`config.mk`:
```
export PLATFORM = sky130hd
export DESIGN_NAME = route_adjacency_table_with_aging_top
export DESIGN_NICKNAME = d
export VERILOG_FILES = /design/src/rtl/rtadj_pkg.sv /design/src/rtl/rtadj_dp.sv /design/src/rtl/rtadj_ctrl.sv /design/src/rtl/route_adjacency_table_with_aging_top.sv
export SDC_FILE = /design/constraint.sdc
export NUM_CORES = 2
export LEC_CHECK = 0
export BUFFER_PORTS_ARGS = -buffer_cell sky130_fd_sc_hd__clkbuf_2
export CAP_MARGIN = 0
export CORE_UTILIZATION = 52
export DETAILED_ROUTE_END_ITERATION = 10
export PLACE_DENSITY = 0.68
export SLEW_MARGIN = 20
export SYNTH_ARGS = -nofsm -noshare
export SYNTH_HDL_FRONTEND = slang
export SYNTH_SLANG_ARGS = --single-unit
export TNS_END_PERCENT = 5
```
`constraint.sdc`:
```
create_clock -name clock -period 8.8 [get_ports clock]
set_clock_uncertainty 0.2 [all_clocks]
set_input_delay 1.76 -clock clock [delete_from_list [all_inputs] [get_ports clock]]
set_output_delay 1.76 -clock clock [all_outputs]
set_load 0.02 [all_outputs]
```
`src/rtl/rtadj_pkg.sv`:
```
// Shared command codes, status codes and controller/datapath interface types.
`default_nettype none

package rtadj_pkg;

   localparam logic [1:0] CMD_ROUTE    = 2'd0;
   localparam logic [1:0] CMD_TICK     = 2'd1;
   localparam logic [1:0] CMD_READ     = 2'd2;
   localparam logic [1:0] CMD_REGISTER = 2'd3;

   localparam logic [2:0] ST_NEW       = 3'd0;
   localparam logic [2:0] ST_EXISTED   = 3'd1;
   localparam logic [2:0] ST_NO_PARENT = 3'd2;
   localparam logic [2:0] ST_FULL      = 3'd3;
   localparam logic [2:0] ST_DONE      = 3'd4;

   // Step commands from the controller to the datapath.
   typedef struct packed {
      logic       load;
      logic       scan;
      logic       decide;
      logic       rd_t;
      logic       fresh_inc;
      logic       adj_set_t;
      logic       rd_p;
      logic       adj_set_p;
      logic       age_f;
      logic       age_a;
      logic       rd_slot;
      logic       resp;
      logic [2:0] status;
   } ctl_type;

   // Status from the datapath back to the controller.
   typedef struct packed {
      logic par_found;
      logic tgt_found;
      logic free_found;
      logic link_bit;
      logic cnt_end;
   } sts_type;

endpackage

`default_nettype wire

```
`src/rtl/rtadj_dp.sv`:
```
// Datapath: address, freshness and adjacency memories, slot sweeps and result registers.
`default_nettype none

module rtadj_dp import rtadj_pkg::*; #(
   parameter int MAX_NODES = 16
) (
   input  logic        clock,
   input  logic        reset,
   input  ctl_type     ctl,
   output sts_type     sts,
   input  logic [1:0]  req_command,
   input  logic [31:0] req_target_address,
   input  logic [31:0] req_parent_address,
   input  logic [3:0]  req_slot_index,
   output logic        rsp_strobe,
   output logic [2:0]  rsp_status,
   output logic [3:0]  rsp_target_slot,
   output logic [3:0]  rsp_parent_slot,
   output logic        rsp_paths_changed,
   output logic [15:0] rsp_adjacency_row,
   output logic [31:0] rsp_slot_address
);

   localparam int IDXW = $clog2(MAX_NODES);
   localparam int CNTW = $clog2(MAX_NODES + 1);

   // Memories; the valid vectors make never-written entries read as zero.
   logic [31:0]          addr_mem  [MAX_NODES];
   logic [7:0]           fresh_mem [MAX_NODES];
   logic [MAX_NODES-1:0] adj_mem   [MAX_NODES];

   logic [31:0]          addr_rd_ff;
   logic [7:0]           fresh_rd_ff;
   logic [MAX_NODES-1:0] adj_rd_ff;

   logic [MAX_NODES-1:0] addr_vld_ff, addr_vld_in;
   logic [MAX_NODES-1:0] fresh_vld_ff, fresh_vld_in;
   logic [MAX_NODES-1:0] adj_vld_ff, adj_vld_in;
   logic                 addr_rdv_ff, addr_rdv_in;
   logic                 fresh_rdv_ff, fresh_rdv_in;
   logic                 adj_rdv_ff, adj_rdv_in;

   logic                 addr_we, addr_re;
   logic [IDXW-1:0]      addr_wa, addr_ra;
   logic [31:0]          addr_wd;
   logic                 fresh_we, fresh_re;
   logic [IDXW-1:0]      fresh_wa, fresh_ra;
   logic [7:0]           fresh_wd;
   logic                 adj_we, adj_re;
   logic [IDXW-1:0]      adj_wa, adj_ra;
   logic [MAX_NODES-1:0] adj_wd;

   logic [31:0]          addr_eff;
   logic [7:0]           fresh_eff;
   logic [MAX_NODES-1:0] adj_eff;

   // Request and search registers.
   logic [1:0]           cmd_ff, cmd_in;
   logic [31:0]          tgt_ff, tgt_in;
   logic [31:0]          par_ff, par_in;
   logic [IDXW-1:0]      sidx_ff, sidx_in;
   logic                 in_range_ff, in_range_in;
   logic [CNTW-1:0]      cnt_ff, cnt_in;
   logic                 par_found_ff, par_found_in;
   logic                 tgt_found_ff, tgt_found_in;
   logic                 free_found_ff, free_found_in;
   logic [IDXW-1:0]      p_ff, p_in;
   logic [IDXW-1:0]      tm_ff, tm_in;
   logic [IDXW-1:0]      free_ff, free_in;
   logic [IDXW-1:0]      t_ff, t_in;
   logic [MAX_NODES-1:0] stale_ff, stale_in;

   // Result registers.
   logic                 rsp_strobe_ff, rsp_strobe_in;
   logic [2:0]           rsp_status_ff, rsp_status_in;
   logic [3:0]           rsp_tslot_ff, rsp_tslot_in;
   logic [3:0]           rsp_pslot_ff, rsp_pslot_in;
   logic                 rsp_changed_ff, rsp_changed_in;
   logic [15:0]          rsp_row_ff, rsp_row_in;
   logic [31:0]          rsp_addr_ff, rsp_addr_in;

   logic                 cnt_end;
   logic                 proc;
   logic [CNTW-1:0]      pcnt;
   logic [IDXW-1:0]      pidx;
   logic [IDXW-1:0]      cnt_idx;
   logic [IDXW+3:0]      sidx_ext;
   logic [IDXW+3:0]      t_ext;
   logic [IDXW+3:0]      p_ext;
   logic [MAX_NODES+15:0] row_ext;
   logic [MAX_NODES-1:0] bit_p;
   logic [MAX_NODES-1:0] bit_t;
   logic                 is_route;
   logic                 link_ok;

   assign addr_eff  = addr_rdv_ff ? addr_rd_ff : '0;
   assign fresh_eff = fresh_rdv_ff ? fresh_rd_ff : '0;
   assign adj_eff   = adj_rdv_ff ? adj_rd_ff : '0;

   assign cnt_end  = (cnt_ff == CNTW'(MAX_NODES));
   assign proc     = (cnt_ff != '0);
   assign pcnt     = cnt_ff - CNTW'(1);
   assign pidx     = pcnt[IDXW-1:0];
   assign cnt_idx  = cnt_ff[IDXW-1:0];
   assign sidx_ext = {{IDXW{1'b0}}, req_slot_index};
   assign t_ext    = {4'b0000, t_ff};
   assign p_ext    = {4'b0000, p_ff};
   assign row_ext  = {16'h0000, adj_eff};
   assign bit_p    = MAX_NODES'(1) << p_ff;
   assign bit_t    = MAX_NODES'(1) << t_ff;
   assign is_route = (cmd_ff == CMD_ROUTE);
   assign link_ok  = (ctl.status == ST_NEW) || (ctl.status == ST_EXISTED);

   always_comb begin
      cmd_in        = cmd_ff;
      tgt_in        = tgt_ff;
      par_in        = par_ff;
      sidx_in       = sidx_ff;
      in_range_in   = in_range_ff;
      cnt_in        = cnt_ff;
      par_found_in  = par_found_ff;
      tgt_found_in  = tgt_found_ff;
      free_found_in = free_found_ff;
      p_in          = p_ff;
      tm_in         = tm_ff;
      free_in       = free_ff;
      t_in          = t_ff;
      stale_in      = stale_ff;

      addr_we  = 1'b0;
      addr_wa  = '0;
      addr_wd  = '0;
      addr_re  = 1'b0;
      addr_ra  = '0;
      fresh_we = 1'b0;
      fresh_wa = '0;
      fresh_wd = '0;
      fresh_re = 1'b0;
      fresh_ra = '0;
      adj_we   = 1'b0;
      adj_wa   = '0;
      adj_wd   = '0;
      adj_re   = 1'b0;
      adj_ra   = '0;

      if (ctl.load) begin
         cmd_in        = req_command;
         tgt_in        = req_target_address;
         par_in        = req_parent_address;
         sidx_in       = sidx_ext[IDXW-1:0];
         in_range_in   = (sidx_ext < (IDXW+4)'(MAX_NODES));
         cnt_in        = '0;
         par_found_in  = 1'b0;
         tgt_found_in  = 1'b0;
         free_found_in = 1'b0;
         stale_in      = '0;
      end

      // Sweeps read slot cnt and handle the slot read in the previous cycle.
      if (ctl.scan || ctl.age_f || ctl.age_a) begin
         cnt_in = cnt_end ? '0 : cnt_ff + CNTW'(1);
      end

      if (ctl.scan) begin
         addr_re = !cnt_end;
         addr_ra = cnt_idx;
         if (proc) begin
            if (addr_eff == par_ff && !par_found_ff) begin
               par_found_in = 1'b1;
               p_in         = pidx;
            end
            if (addr_eff == tgt_ff && !tgt_found_ff) begin
               tgt_found_in = 1'b1;
               tm_in        = pidx;
            end
            if (addr_eff == 32'd0 && !free_found_ff) begin
               free_found_in = 1'b1;
               free_in       = pidx;
            end
         end
      end

      if (ctl.decide) begin
         t_in = (is_route && tgt_found_ff) ? tm_ff : free_ff;
         if (free_found_ff && ((cmd_ff == CMD_REGISTER) ||
                               (is_route && par_found_ff && !tgt_found_ff))) begin
            addr_we = 1'b1;
            addr_wa = free_ff;
            addr_wd = tgt_ff;
         end
      end

      if (ctl.rd_t) begin
         fresh_re = 1'b1;
         fresh_ra = t_ff;
         adj_re   = 1'b1;
         adj_ra   = t_ff;
      end

      if (ctl.fresh_inc) begin
         fresh_we = 1'b1;
         fresh_wa = t_ff;
         fresh_wd = fresh_eff + 8'd1;
      end

      if (ctl.adj_set_t) begin
         adj_we = 1'b1;
         adj_wa = t_ff;
         adj_wd = adj_eff | bit_p;
      end

      if (ctl.rd_p) begin
         adj_re = 1'b1;
         adj_ra = p_ff;
      end

      if (ctl.adj_set_p) begin
         adj_we = 1'b1;
         adj_wa = p_ff;
         adj_wd = adj_eff | bit_t;
      end

      // Slot 0 never ages.
      if (ctl.age_f) begin
         fresh_re = !cnt_end;
         fresh_ra = cnt_idx;
         if (proc && pidx != '0) begin
            if (fresh_eff != 8'd0) begin
               fresh_we = 1'b1;
               fresh_wa = pidx;
               fresh_wd = 8'd0;
            end else begin
               stale_in[pidx] = 1'b1;
            end
         end
      end

      // A stale slot loses its whole row, and every row loses the stale columns.
      if (ctl.age_a) begin
         adj_re = !cnt_end;
         adj_ra = cnt_idx;
         if (proc) begin
            adj_we = 1'b1;
            adj_wa = pidx;
            adj_wd = stale_ff[pidx] ? '0 : (adj_eff & ~stale_ff);
         end
      end

      if (ctl.rd_slot) begin
         addr_re = 1'b1;
         addr_ra = sidx_ff;
         adj_re  = 1'b1;
         adj_ra  = sidx_ff;
      end

      addr_vld_in  = addr_vld_ff;
      fresh_vld_in = fresh_vld_ff;
      adj_vld_in   = adj_vld_ff;
      if (addr_we) begin
         addr_vld_in[addr_wa] = 1'b1;
      end
      if (fresh_we) begin
         fresh_vld_in[fresh_wa] = 1'b1;
      end
      if (adj_we) begin
         adj_vld_in[adj_wa] = 1'b1;
      end
      addr_rdv_in  = addr_re ? addr_vld_ff[addr_ra] : addr_rdv_ff;
      fresh_rdv_in = fresh_re ? fresh_vld_ff[fresh_ra] : fresh_rdv_ff;
      adj_rdv_in   = adj_re ? adj_vld_ff[adj_ra] : adj_rdv_ff;
   end

   always_comb begin
      rsp_strobe_in  = ctl.resp;
      rsp_status_in  = rsp_status_ff;
      rsp_tslot_in   = rsp_tslot_ff;
      rsp_pslot_in   = rsp_pslot_ff;
      rsp_changed_in = rsp_changed_ff;
      rsp_row_in     = rsp_row_ff;
      rsp_addr_in    = rsp_addr_ff;
      if (ctl.resp) begin
         rsp_status_in = ctl.status;
         rsp_tslot_in  = ((is_route && link_ok) ||
                          (cmd_ff == CMD_REGISTER && ctl.status == ST_DONE)) ?
                         t_ext[3:0] : 4'd0;
         rsp_pslot_in  = (is_route && ctl.status != ST_NO_PARENT) ? p_ext[3:0] : 4'd0;
         rsp_changed_in = (is_route && ctl.status == ST_NEW) ||
                          (cmd_ff == CMD_TICK && (|stale_ff));
         rsp_row_in    = (cmd_ff == CMD_READ && in_range_ff) ? row_ext[15:0] : 16'd0;
         rsp_addr_in   = (cmd_ff == CMD_READ && in_range_ff) ? addr_eff : 32'd0;
      end
   end

   always_ff @(posedge clock) begin
      if (addr_we) begin
         addr_mem[addr_wa] <= addr_wd;
      end
      if (addr_re) begin
         addr_rd_ff <= addr_mem[addr_ra];
      end
   end

   always_ff @(posedge clock) begin
      if (fresh_we) begin
         fresh_mem[fresh_wa] <= fresh_wd;
      end
      if (fresh_re) begin
         fresh_rd_ff <= fresh_mem[fresh_ra];
      end
   end

   always_ff @(posedge clock) begin
      if (adj_we) begin
         adj_mem[adj_wa] <= adj_wd;
      end
      if (adj_re) begin
         adj_rd_ff <= adj_mem[adj_ra];
      end
   end

   always_ff @(posedge clock) begin
      if (reset) begin
         addr_vld_ff   <= '0;
         fresh_vld_ff  <= '0;
         adj_vld_ff    <= '0;
         addr_rdv_ff   <= 1'b0;
         fresh_rdv_ff  <= 1'b0;
         adj_rdv_ff    <= 1'b0;
         cmd_ff        <= CMD_ROUTE;
         cnt_ff        <= '0;
         par_found_ff  <= 1'b0;
         tgt_found_ff  <= 1'b0;
         free_found_ff <= 1'b0;
         stale_ff      <= '0;
         rsp_strobe_ff <= 1'b0;
      end else begin
         addr_vld_ff   <= addr_vld_in;
         fresh_vld_ff  <= fresh_vld_in;
         adj_vld_ff    <= adj_vld_in;
         addr_rdv_ff   <= addr_rdv_in;
         fresh_rdv_ff  <= fresh_rdv_in;
         adj_rdv_ff    <= adj_rdv_in;
         cmd_ff        <= cmd_in;
         cnt_ff        <= cnt_in;
         par_found_ff  <= par_found_in;
         tgt_found_ff  <= tgt_found_in;
         free_found_ff <= free_found_in;
         stale_ff      <= stale_in;
         rsp_strobe_ff <= rsp_strobe_in;
      end
   end

   always_ff @(posedge clock) begin
      tgt_ff         <= tgt_in;
      par_ff         <= par_in;
      sidx_ff        <= sidx_in;
      in_range_ff    <= in_range_in;
      p_ff           <= p_in;
      tm_ff          <= tm_in;
      free_ff        <= free_in;
      t_ff           <= t_in;
      rsp_status_ff  <= rsp_status_in;
      rsp_tslot_ff   <= rsp_tslot_in;
      rsp_pslot_ff   <= rsp_pslot_in;
      rsp_changed_ff <= rsp_changed_in;
      rsp_row_ff     <= rsp_row_in;
      rsp_addr_ff    <= rsp_addr_in;
   end

   assign sts.par_found  = par_found_ff;
   assign sts.tgt_found  = tgt_found_ff;
   assign sts.free_found = free_found_ff;
   assign sts.link_bit   = adj_eff[p_ff];
   assign sts.cnt_end    = cnt_end;

   assign rsp_strobe        = rsp_strobe_ff;
   assign rsp_status        = rsp_status_ff;
   assign rsp_target_slot   = rsp_tslot_ff;
   assign rsp_parent_slot   = rsp_pslot_ff;
   assign rsp_paths_changed = rsp_changed_ff;
   assign rsp_adjacency_row = rsp_row_ff;
   assign rsp_slot_address  = rsp_addr_ff;

   a_strobe_single: assert property (@(posedge clock) disable iff (reset)
      rsp_strobe_ff |=> !rsp_strobe_ff)
      else $error("result strobe held for two cycles");

   a_slot0_never_stale: assert property (@(posedge clock) disable iff (reset)
      !stale_ff[0])
      else $error("slot 0 marked stale");

   a_link_needs_slots: assert property (@(posedge clock) disable iff (reset)
      ctl.rd_t |-> (par_found_ff && (tgt_found_ff || free_found_ff)))
      else $error("link check without parent and target slots");

endmodule

`default_nettype wire

```
`src/rtl/rtadj_ctrl.sv`:
```
// Controller: sequences the sweeps and memory steps of each command.
`default_nettype none

module rtadj_ctrl import rtadj_pkg::*; (
   input  logic       clock,
   input  logic       reset,
   input  logic       start,
   input  logic [1:0] req_command,
   input  sts_type    sts,
   output ctl_type    ctl,
   output logic       busy
);

   typedef enum logic [10:0] {
      S_IDLE   = 11'b000_0000_0001,
      S_SCAN   = 11'b000_0000_0010,
      S_DECIDE = 11'b000_0000_0100,
      S_RD_T   = 11'b000_0000_1000,
      S_CHK    = 11'b000_0001_0000,
      S_RD_P   = 11'b000_0010_0000,
      S_WR_P   = 11'b000_0100_0000,
      S_AGE_F  = 11'b000_1000_0000,
      S_AGE_A  = 11'b001_0000_0000,
      S_READ   = 11'b010_0000_0000,
      S_RESP   = 11'b100_0000_0000
   } state_type;

   state_type  state_ff, state_in;
   logic [1:0] cmd_ff, cmd_in;
   logic [2:0] status_ff, status_in;

   always_comb begin
      state_in  = state_ff;
      cmd_in    = cmd_ff;
      status_in = status_ff;
      ctl       = '0;
      case (state_ff)
         S_IDLE: begin
            if (start) begin
               ctl.load = 1'b1;
               cmd_in   = req_command;
               case (req_command)
                  CMD_ROUTE:    state_in = S_SCAN;
                  CMD_REGISTER: state_in = S_SCAN;
                  CMD_TICK:     state_in = S_AGE_F;
                  default:      state_in = S_READ;
               endcase
            end
         end
         S_SCAN: begin
            ctl.scan = 1'b1;
            if (sts.cnt_end) begin
               state_in = S_DECIDE;
            end
         end
         S_DECIDE: begin
            ctl.decide = 1'b1;
            if (cmd_ff == CMD_REGISTER) begin
               status_in = sts.free_found ? ST_DONE : ST_FULL;
               state_in  = S_RESP;
            end else if (!sts.par_found) begin
               status_in = ST_NO_PARENT;
               state_in  = S_RESP;
            end else if (!sts.tgt_found && !sts.free_found) begin
               status_in = ST_FULL;
               state_in  = S_RESP;
            end else begin
               state_in = S_RD_T;
            end
         end
         S_RD_T: begin
            ctl.rd_t = 1'b1;
            state_in = S_CHK;
         end
         S_CHK: begin
            ctl.fresh_inc = 1'b1;
            if (sts.link_bit) begin
               status_in = ST_EXISTED;
               state_in  = S_RESP;
            end else begin
               ctl.adj_set_t = 1'b1;
               state_in      = S_RD_P;
            end
         end
         S_RD_P: begin
            ctl.rd_p = 1'b1;
            state_in = S_WR_P;
         end
         S_WR_P: begin
            ctl.adj_set_p = 1'b1;
            status_in     = ST_NEW;
            state_in      = S_RESP;
         end
         S_AGE_F: begin
            ctl.age_f = 1'b1;
            if (sts.cnt_end) begin
               state_in = S_AGE_A;
            end
         end
         S_AGE_A: begin
            ctl.age_a = 1'b1;
            if (sts.cnt_end) begin
               status_in = ST_DONE;
               state_in  = S_RESP;
            end
         end
         S_READ: begin
            ctl.rd_slot = 1'b1;
            status_in   = ST_DONE;
            state_in    = S_RESP;
         end
         S_RESP: begin
            ctl.resp   = 1'b1;
            ctl.status = status_ff;
            state_in   = S_IDLE;
         end
         default: begin
            state_in = S_IDLE;
         end
      endcase
   end

   always_ff @(posedge clock) begin
      if (reset) begin
         state_ff  <= S_IDLE;
         cmd_ff    <= CMD_ROUTE;
         status_ff <= ST_DONE;
      end else begin
         state_ff  <= state_in;
         cmd_ff    <= cmd_in;
         status_ff <= status_in;
      end
   end

   assign busy = (state_ff != S_IDLE);

   a_accept_goes_busy: assert property (@(posedge clock) disable iff (reset)
      (start && !busy) |=> busy)
      else $error("accepted transfer did not start work");

   a_idle_after_result: assert property (@(posedge clock) disable iff (reset)
      $fell(busy) |-> $past(ctl.resp))
      else $error("returned to idle without issuing a result");

endmodule

`default_nettype wire

```
`src/rtl/route_adjacency_table_with_aging_top.sv`:
```
// Top level of the route adjacency table with aging.
`default_nettype none

// One command is taken per transfer while busy is low; its single result comes
// back on the rsp_ ports for exactly one cycle, marked by rsp_strobe, and the
// receiver cannot stall it. The block works on one command at a time because
// every step reads one slot per cycle through memories with one read port and
// one write port. A route report that adds a link runs one address sweep plus
// the freshness and adjacency read-modify-writes; when the link already existed
// it stops after the freshness update, and it ends early after the sweep when
// the parent is unknown or the table is full. A register runs one address
// sweep; a lifetime tick runs a freshness sweep, then an adjacency row sweep;
// a read slot does a single read. busy drops in the strobe cycle, so the next
// command can be taken at the edge that ends it. After reset the tables read
// as empty at once, with no clearing pass.
module route_adjacency_table_with_aging_top import rtadj_pkg::*; #(
   parameter int MAX_NODES = 16
) (
   input  logic        clock,
   input  logic        reset,
   input  logic        start,
   output logic        busy,
   input  logic [1:0]  req_command,
   input  logic [31:0] req_target_address,
   input  logic [31:0] req_parent_address,
   input  logic [3:0]  req_slot_index,
   output logic        rsp_strobe,
   output logic [2:0]  rsp_status,
   output logic [3:0]  rsp_target_slot,
   output logic [3:0]  rsp_parent_slot,
   output logic        rsp_paths_changed,
   output logic [15:0] rsp_adjacency_row,
   output logic [31:0] rsp_slot_address
);

   ctl_type ctl;
   sts_type sts;

   rtadj_ctrl u_ctrl (
      .clock       (clock),
      .reset       (reset),
      .start       (start),
      .req_command (req_command),
      .sts         (sts),
      .ctl         (ctl),
      .busy        (busy)
   );

   rtadj_dp #(
      .MAX_NODES (MAX_NODES)
   ) u_dp (
      .clock              (clock),
      .reset              (reset),
      .ctl                (ctl),
      .sts                (sts),
      .req_command        (req_command),
      .req_target_address (req_target_address),
      .req_parent_address (req_parent_address),
      .req_slot_index     (req_slot_index),
      .rsp_strobe         (rsp_strobe),
      .rsp_status         (rsp_status),
      .rsp_target_slot    (rsp_target_slot),
      .rsp_parent_slot    (rsp_parent_slot),
      .rsp_paths_changed  (rsp_paths_changed),
      .rsp_adjacency_row  (rsp_adjacency_row),
      .rsp_slot_address   (rsp_slot_address)
   );

endmodule

`default_nettype wire
```
After elaboration in Yosys (flattened, before gate mapping)
Memory sizes are Yosys's and may differ from the RTL's. A register that Yosys moved wholly into a read port is not among the register bits.
Cells that the tools add are included.
- magnitude comparators: 13
- add/sub/neg operators: 3
- muxes and demuxes: 122
- bitwise gates (word level): 8
- shift-type cells: 2
- reductions and logical operators: 47
- eq/ne operators: 30
- operators with widths (cell ; number):
    $mux 16 ; 10
    $pmux 11 s9 ; 1
    $mux 32 ; 3
    $or 16x16->16 ; 6
    $mux 11 ; 8
    $mux 4 ; 19
    $eq 32x32->1 ; 2
    $mux 1 ; 55
    $lt 4x5->1 const B ; 9
    $mux 8 ; 5
    $logic_not 32->1 ; 1
    $shl 1x4->16 const A ; 2
    $bmux 1 s4 ; 5
    $pmux 10 s2 ; 1
    $logic_and 1x1->1 ; 19
    $mux 3 ; 6
    $and 16x16->16 ; 1
    $demux 1 s4 ; 4
    $ge 4x1->1 const B ; 4
    $not 16->16 ; 1
    $reduce_or 16->1 ; 1
    $mux 5 ; 3
    $pmux 3 s5 ; 1
    $eq 11x1->1 const B ; 1
    other kinds (36) ; 57
- input port bits: 73
- register bits after elaboration: 239
- output and inout bits: 62
- bits in writable memories: 896
- memories kept: 3
- memory list (memory ; depth ; bits a word ; rd ports ; clocked after Yosys merged registers in ; write ports ; RTL line ; RTL):
    u_dp.addr_mem ; 16 ; 32 ; 1 ; 1 ; 1 ; rtadj_dp.sv:28 ; logic [31:0] addr_mem [MAX_NODES];
    u_dp.adj_mem ; 16 ; 16 ; 1 ; 1 ; 1 ; rtadj_dp.sv:30 ; logic [MAX_NODES-1:0] adj_mem [MAX_NODES];
    u_dp.fresh_mem ; 16 ; 8 ; 1 ; 1 ; 1 ; rtadj_dp.sv:29 ; logic [7:0] fresh_mem [MAX_NODES];

Depth between registers and ports, before layout
- depth after elaboration: 14
- depth in mapped cells: 12
- gate-level depth less buffers: 9

Cells and area by module
From an unflattened synthesis, not the netlist that was laid out.
- cell total of the unflattened synthesis: 3703
- area total of the unflattened synthesis: 49561.3 um2
- by module, submodules not included (module ; area an instance (um2) ; cells each ; sequential area each (um2) ; instances):
    rtadj_dp ; 48517.8 ; 3580 ; 34473.1 ; 1
    rtadj_ctrl ; 1043.5 ; 123 ; 320.3 ; 1

Least setup slack after synthesis
Ideal clock, no wire load.
- path type: reg2reg
- start: register u_ctrl.state_ff[0]
- end: register u_dp.rsp_tslot_ff[0] (netlist: u_dp.rsp_target_slot[0]) (data pin)
- path slack: 1.451 ns
- data arrival time: 6.894 ns
- cell stages (with the launch flop): 8
- setup time: 0.255 ns
- path through: dfxtp_1 -> nor4_2 -> clkbuf_1 -> nand3_1 -> nor3b_1 -> o21ai_0 -> a22o_1 -> and2_1
- longest elaborated chain between the ends: 6
- elaborated cells on any way between the ends: 9
- RTL lines (item ; RTL line ; RTL):
    start: declaration ; rtadj_ctrl.sv:28 ; state_type state_ff, state_in;
    start signal: assignment ; rtadj_ctrl.sv:129 ; state_ff <= state_in;
    $eq 11x11->1 (*) ; rtadj_ctrl.sv:37 ; case (state_ff)
    $mux 4 (*) ; rtadj_ctrl.sv:37 ;
    $eq 3x1->1 or $logic_not 3->1 (tied branches) ; rtadj_dp.sv:112 ; assign link_ok = (ctl.status == ST_NEW) || (ctl.status == ST_EXISTED);
    $logic_or 1x1->1 ; rtadj_dp.sv:112 ;
    $logic_and 1x1->1 ; rtadj_dp.sv:283 ; rsp_tslot_in = ((is_route && link_ok) ||
    $logic_or 1x1->1 (*) ; rtadj_dp.sv:283 ;
    end signal: assignment ; rtadj_dp.sv:363 ; rsp_tslot_ff <= rsp_tslot_in;
    end: declaration ; rtadj_dp.sv:76 ; logic [3:0] rsp_tslot_ff, rsp_tslot_in;
Every way passes the cells marked *; elsewhere a longest branch is shown, timed or not.
A chain may end at the register's enable or synchronous reset.

Final worst setup path
- start: register u_dp.cnt_ff[1]
- end: memory u_dp.adj_mem[4][3] (data pin)
- longest elaborated chain between the ends: 6
- elaborated cells on any way between the ends: 7
- RTL lines (item ; RTL line ; RTL):
    start: declaration ; rtadj_dp.sv:63 ; logic [CNTW-1:0] cnt_ff, cnt_in;
    start signal: assignment ; rtadj_dp.sv:344 ; cnt_ff <= cnt_in;
    $sub 4x1->4 ; rtadj_dp.sv:102 ; assign pcnt = cnt_ff - CNTW'(1);
    $bmux 1 s4 ; rtadj_dp.sv:245 ; adj_wd = stale_ff[pidx] ? '0 : (adj_eff & ~stale_ff);
    $mux 1 (implied by the code) ; rtadj_dp.sv:245 ;
    $mux 16 ; rtadj_dp.sv:245 ;
    $mux 16 (*) ; rtadj_dp.sv:242 ; if (proc) begin
    $mux 16 (*) ; rtadj_dp.sv:239 ; if (ctl.age_a) begin
    net u_dp.adj_wd[3] ; rtadj_dp.sv:51 ; logic [MAX_NODES-1:0] adj_wd;
    end: declaration ; rtadj_dp.sv:30 ;
The timed path passes the listed nets; every way through them passes the cells marked *. The select of a mux whose other input is x is not followed.

==> results.yml <==
outcome:
  status: "finished clean"
layout:
  final_cell_area_sq_um: 56600
  finalNonFillerCells: 4769
  drive_above_1_share_pct: 13.4
  most-common-layout-cells: "edfxtp_1, mux2i_1, nor2_1, clkbuf_2, clkbuf_16"
  fin_nets: 3486
  area_growth_pct: 12.7
  final_common_cell: "edfxtp_1"
  n_fill_cell: 7216
  antenna_cells: 0
floorplan:
  core_area_sq_um: 95300
  die_w_microns: 313
  dieArea_sq_um: 97800
  die_y_microns: 313
  initial_core_util_pct: 52.7
  row_count: 113
  pin_count: 135
cts:
  clock_tree.buffer_depth: 3
  cts-hold-fix-buffers: 0
  cts_setup_buffers: 0
  h-tree-depth: 3
  numCtsBuffers: 118
  numClockSinks: 1188
  cts_tree: "yes"
  clk_pin_slew_ns: 0.06
  insertion_delay_ns: 0.70
  cts_resized: 0
  cts-root-buf: "clkbuf_16"
sta:
  slew_headroom_pct: 20.8
  tightest_slew_ns: 1.18
  finalCritPeriodShare_pct: 52.6
  finalHoldViolations: 0
  fmax_mhz: 216
  fin_crit_ns: 4.63
  finalMaxSlewViolations: 0
  rsz0062_at_grt: "no"
  setup_viol: 0
  setup_ws_ns: 4.17
  setup_tns_ns: 0
placement:
  dpl.cell_count: 4546
  placed_area_sq_um: 52500
  dp_slack_ns: 3.89
  gp_congestion: 0.963
  dp_hpwl_microns: 72800
  io_buffer_count: 134
critical_path:
  slowest_stage: "o21ai_1"
  slowest_delay_ns: 0.91
  r2r-end: "u_dp.adj_mem[4][3]"
  path_max_fanout: 16
  rrSetupSlack_ns: 4.17
  reg2reg_from: "u_dp.cnt_ff[1]"
  critical_path_class: "reg -> reg"
  reg2reg_depth: 8
  path_cells: "inv_1 -> ha_1 -> mux4_2 -> mux4_2 -> nor3_1 -> buf_4 -> a21oi_1 -> o21ai_1"
  worstPathRequired_ns: 8.92
  cp-end-kind: "flop"
  crit_arrival_ns: 4.75
  cpMostUsedCell: "mux4_2"
  critPathLaunchType: "flop"
job:
  cap_violations: 0
global_route:
  gr-usage-met2_pct: 39.8
  grt_busiest_layer: "met2"
  antenna_found_initial: 0
  met3_usage_pct: 4.60
  grt_use_total_pct: 25.0
  grt_max_degree: 136
  grt_use_met1_pct: 35.1
  grt_pass1_vias: 28500
  overflow: 0
  grt_first_pass_wirelength_microns: 182000
yosys:
  syn_inst: 3245
  syn_area_sq_um: 50200
  ys_warn_count: 0
  avgSynthCellArea_sq_um: 15.5
  synth_ff_type: "edfxtp_1"
  ys_seq_elements: 1188
  synth-seq-area-share_pct: 69.2
  synth_area_leaders: "edfxtp_1, mux2i_1, dfxtp_1, nor2_1, a21oi_1"
  synth_edf_count: 1096
  synth_cell_types: 83
  synthesis.nets: 3327
  synth_top_area_cell: "edfxtp_1"
  yosysTopAreaCellShare_pct: 65.5
  async_reset_ff_share_pct: 0
worst_hold_path:
  whs_path_depth: 2
  min_path_type: "reg -> reg"
  hold_start: "u_dp.adj_vld_ff[12]"
  whs_endpoint: "u_dp.adj_vld_ff[12]"
route:
  drcViolationCount: 0
  routed_via_density: 6.10
  postRouteAntennaNets: 0
  vias: 29100
  dr.pass1.iters: 6
  first_iter_violations: 2806
  totalWireLength_microns: 124000
  wire_per_inst_microns: 25.9
pwr:
  ir_drop_mv: 0.193
  p_leak_nw: 21.5
  p_per_area_nw_per_um2: 204
## registers in the layout (all words and copies together) (netlist names), 5 cells and up
signal,cells
u_dp.addr_mem,512
u_dp.adj_mem,256
u_dp.fresh_mem,128
u_dp.addr_rd_ff,32
u_dp.par_ff,32
u_dp.rsp_slot_address,32
u_dp.tgt_ff,32
u_dp.addr_vld_ff,16
u_dp.adj_rd_ff,16
u_dp.adj_vld_ff,16
u_dp.fresh_vld_ff,16
u_dp.rsp_adjacency_row,16
u_dp.stale_ff,16
u_ctrl.state_ff,11
u_dp.fresh_rd_ff,8
u_dp.cnt_ff,5
## metal layers
metal | vias up | part of all wire (%)
li1 | 12900 | -
met1 | 14700 | 43
met2 | 1275 | 47
met3 | 264 | 7.5
met4 | 0 | 2.9
met5 | - | 0
## report_power, final
part | switching [W] | leakage (nW) | internal (W)
Clock | 0.00208 | 1.94 | 0.00303
Combinational | 0.000148 | 7.02 | 0.0000754
Sequential | 0.0000697 | 12.5 | 0.00614
## synth_stat cells (all sizes together) (6+ instances only)
library cell and number:
nand2b 25, a32oi 13, nor2b 16, nand3b 13
ha 9, a21oi 71, nor2 172, a211oi 10
inv 75, or3 9, a31oi 9, nand2 93
a22oi 33, nor4b 7, dfxtp 92, mux2 11
a22o 7, nand3 42, o32ai 6, nand4 17
o21ai 54, nor4 33, buf 86, nor3 51
o31ai 7, or4 9, mux4 7, a2bb2oi 6
and2 52, o21ba 7, mux2i 857, and4 7
o21a 6, xnor2 13, and3 32, edfxtp 1096
clkbuf 80, o211ai 10, o22ai 30
## cell type report
type,count,area (sq um),share of cell area (%)
Timing Repair Buffer,205,1300,2.30
Sequential cell,1188,34800,61.4
Tap cell,1265,1580,2.80
Multi-Input combinational cell,1815,14700,25.9
Inverter,76,287,0.506
Clock inverter,75,832,1.47
Clock buffer,145,3150,5.56
## per-stage QoR
stage | util, % | hold slack, ns | power [W]
2_1_floorplan | - | 0.225 | 0.00642
3_3_place_gp | 55.1 | 0.244 | 0.00654
3_5_place_dp | 55.1 | 0.243 | 0.00654
4_1_cts | 59.3 | 0.253 | 0.0116
5_1_grt | 59.4 | 0.294 | 0.0118
6_report | 59.4 | 0.254 | 0.0115
## cell families after synthesis
logic type / share of synthesized area (%)
xor+xnor: 0.296
fa+ha+maj: 0.224
buf+inv: 2.16
flops: 69.2
compound gates: 4.41
mux: 17.6
simple gates: 6.08
## worst max-delay path: cells and delay by family, from the launching register on
| family | cells | cell delay (ns) |
|---|---|---|
| adders and majority gates | 1 | 0.71 |
| muxes | 2 | 1.05 |
| buffers and inverters | 2 | 0.41 |
| DFF | 1 | 0.70 |
| and+or+nand+nor | 1 | 0.14 |
| AOI/OAI and AO/OA | 2 | 1.03 |
## how the worst max path moves through the flow
stage | start | end | slack (ns) | cells after the start
detailed placement | u_ctrl.state_ff[0] | u_dp.addr_rd_ff[13] | 3.89 | 8
global placement | u_ctrl.state_ff[0] | u_dp.addr_rd_ff[0] | 4.03 | 8
floorplan | u_ctrl.state_ff[0] | u_dp.rsp_target_slot[0] | 1.45 | 7
CTS | u_ctrl.state_ff[0] | u_dp.addr_rd_ff[0] | 3.90 | 8
finish | u_dp.cnt_ff[1] | u_dp.adj_mem[4][3] | 4.17 | 8
global route | u_dp.cnt_ff[1] | u_dp.adj_mem[4][7] | 4.01 | 8
No activity file was read; power rests on OpenSTA's default activity.
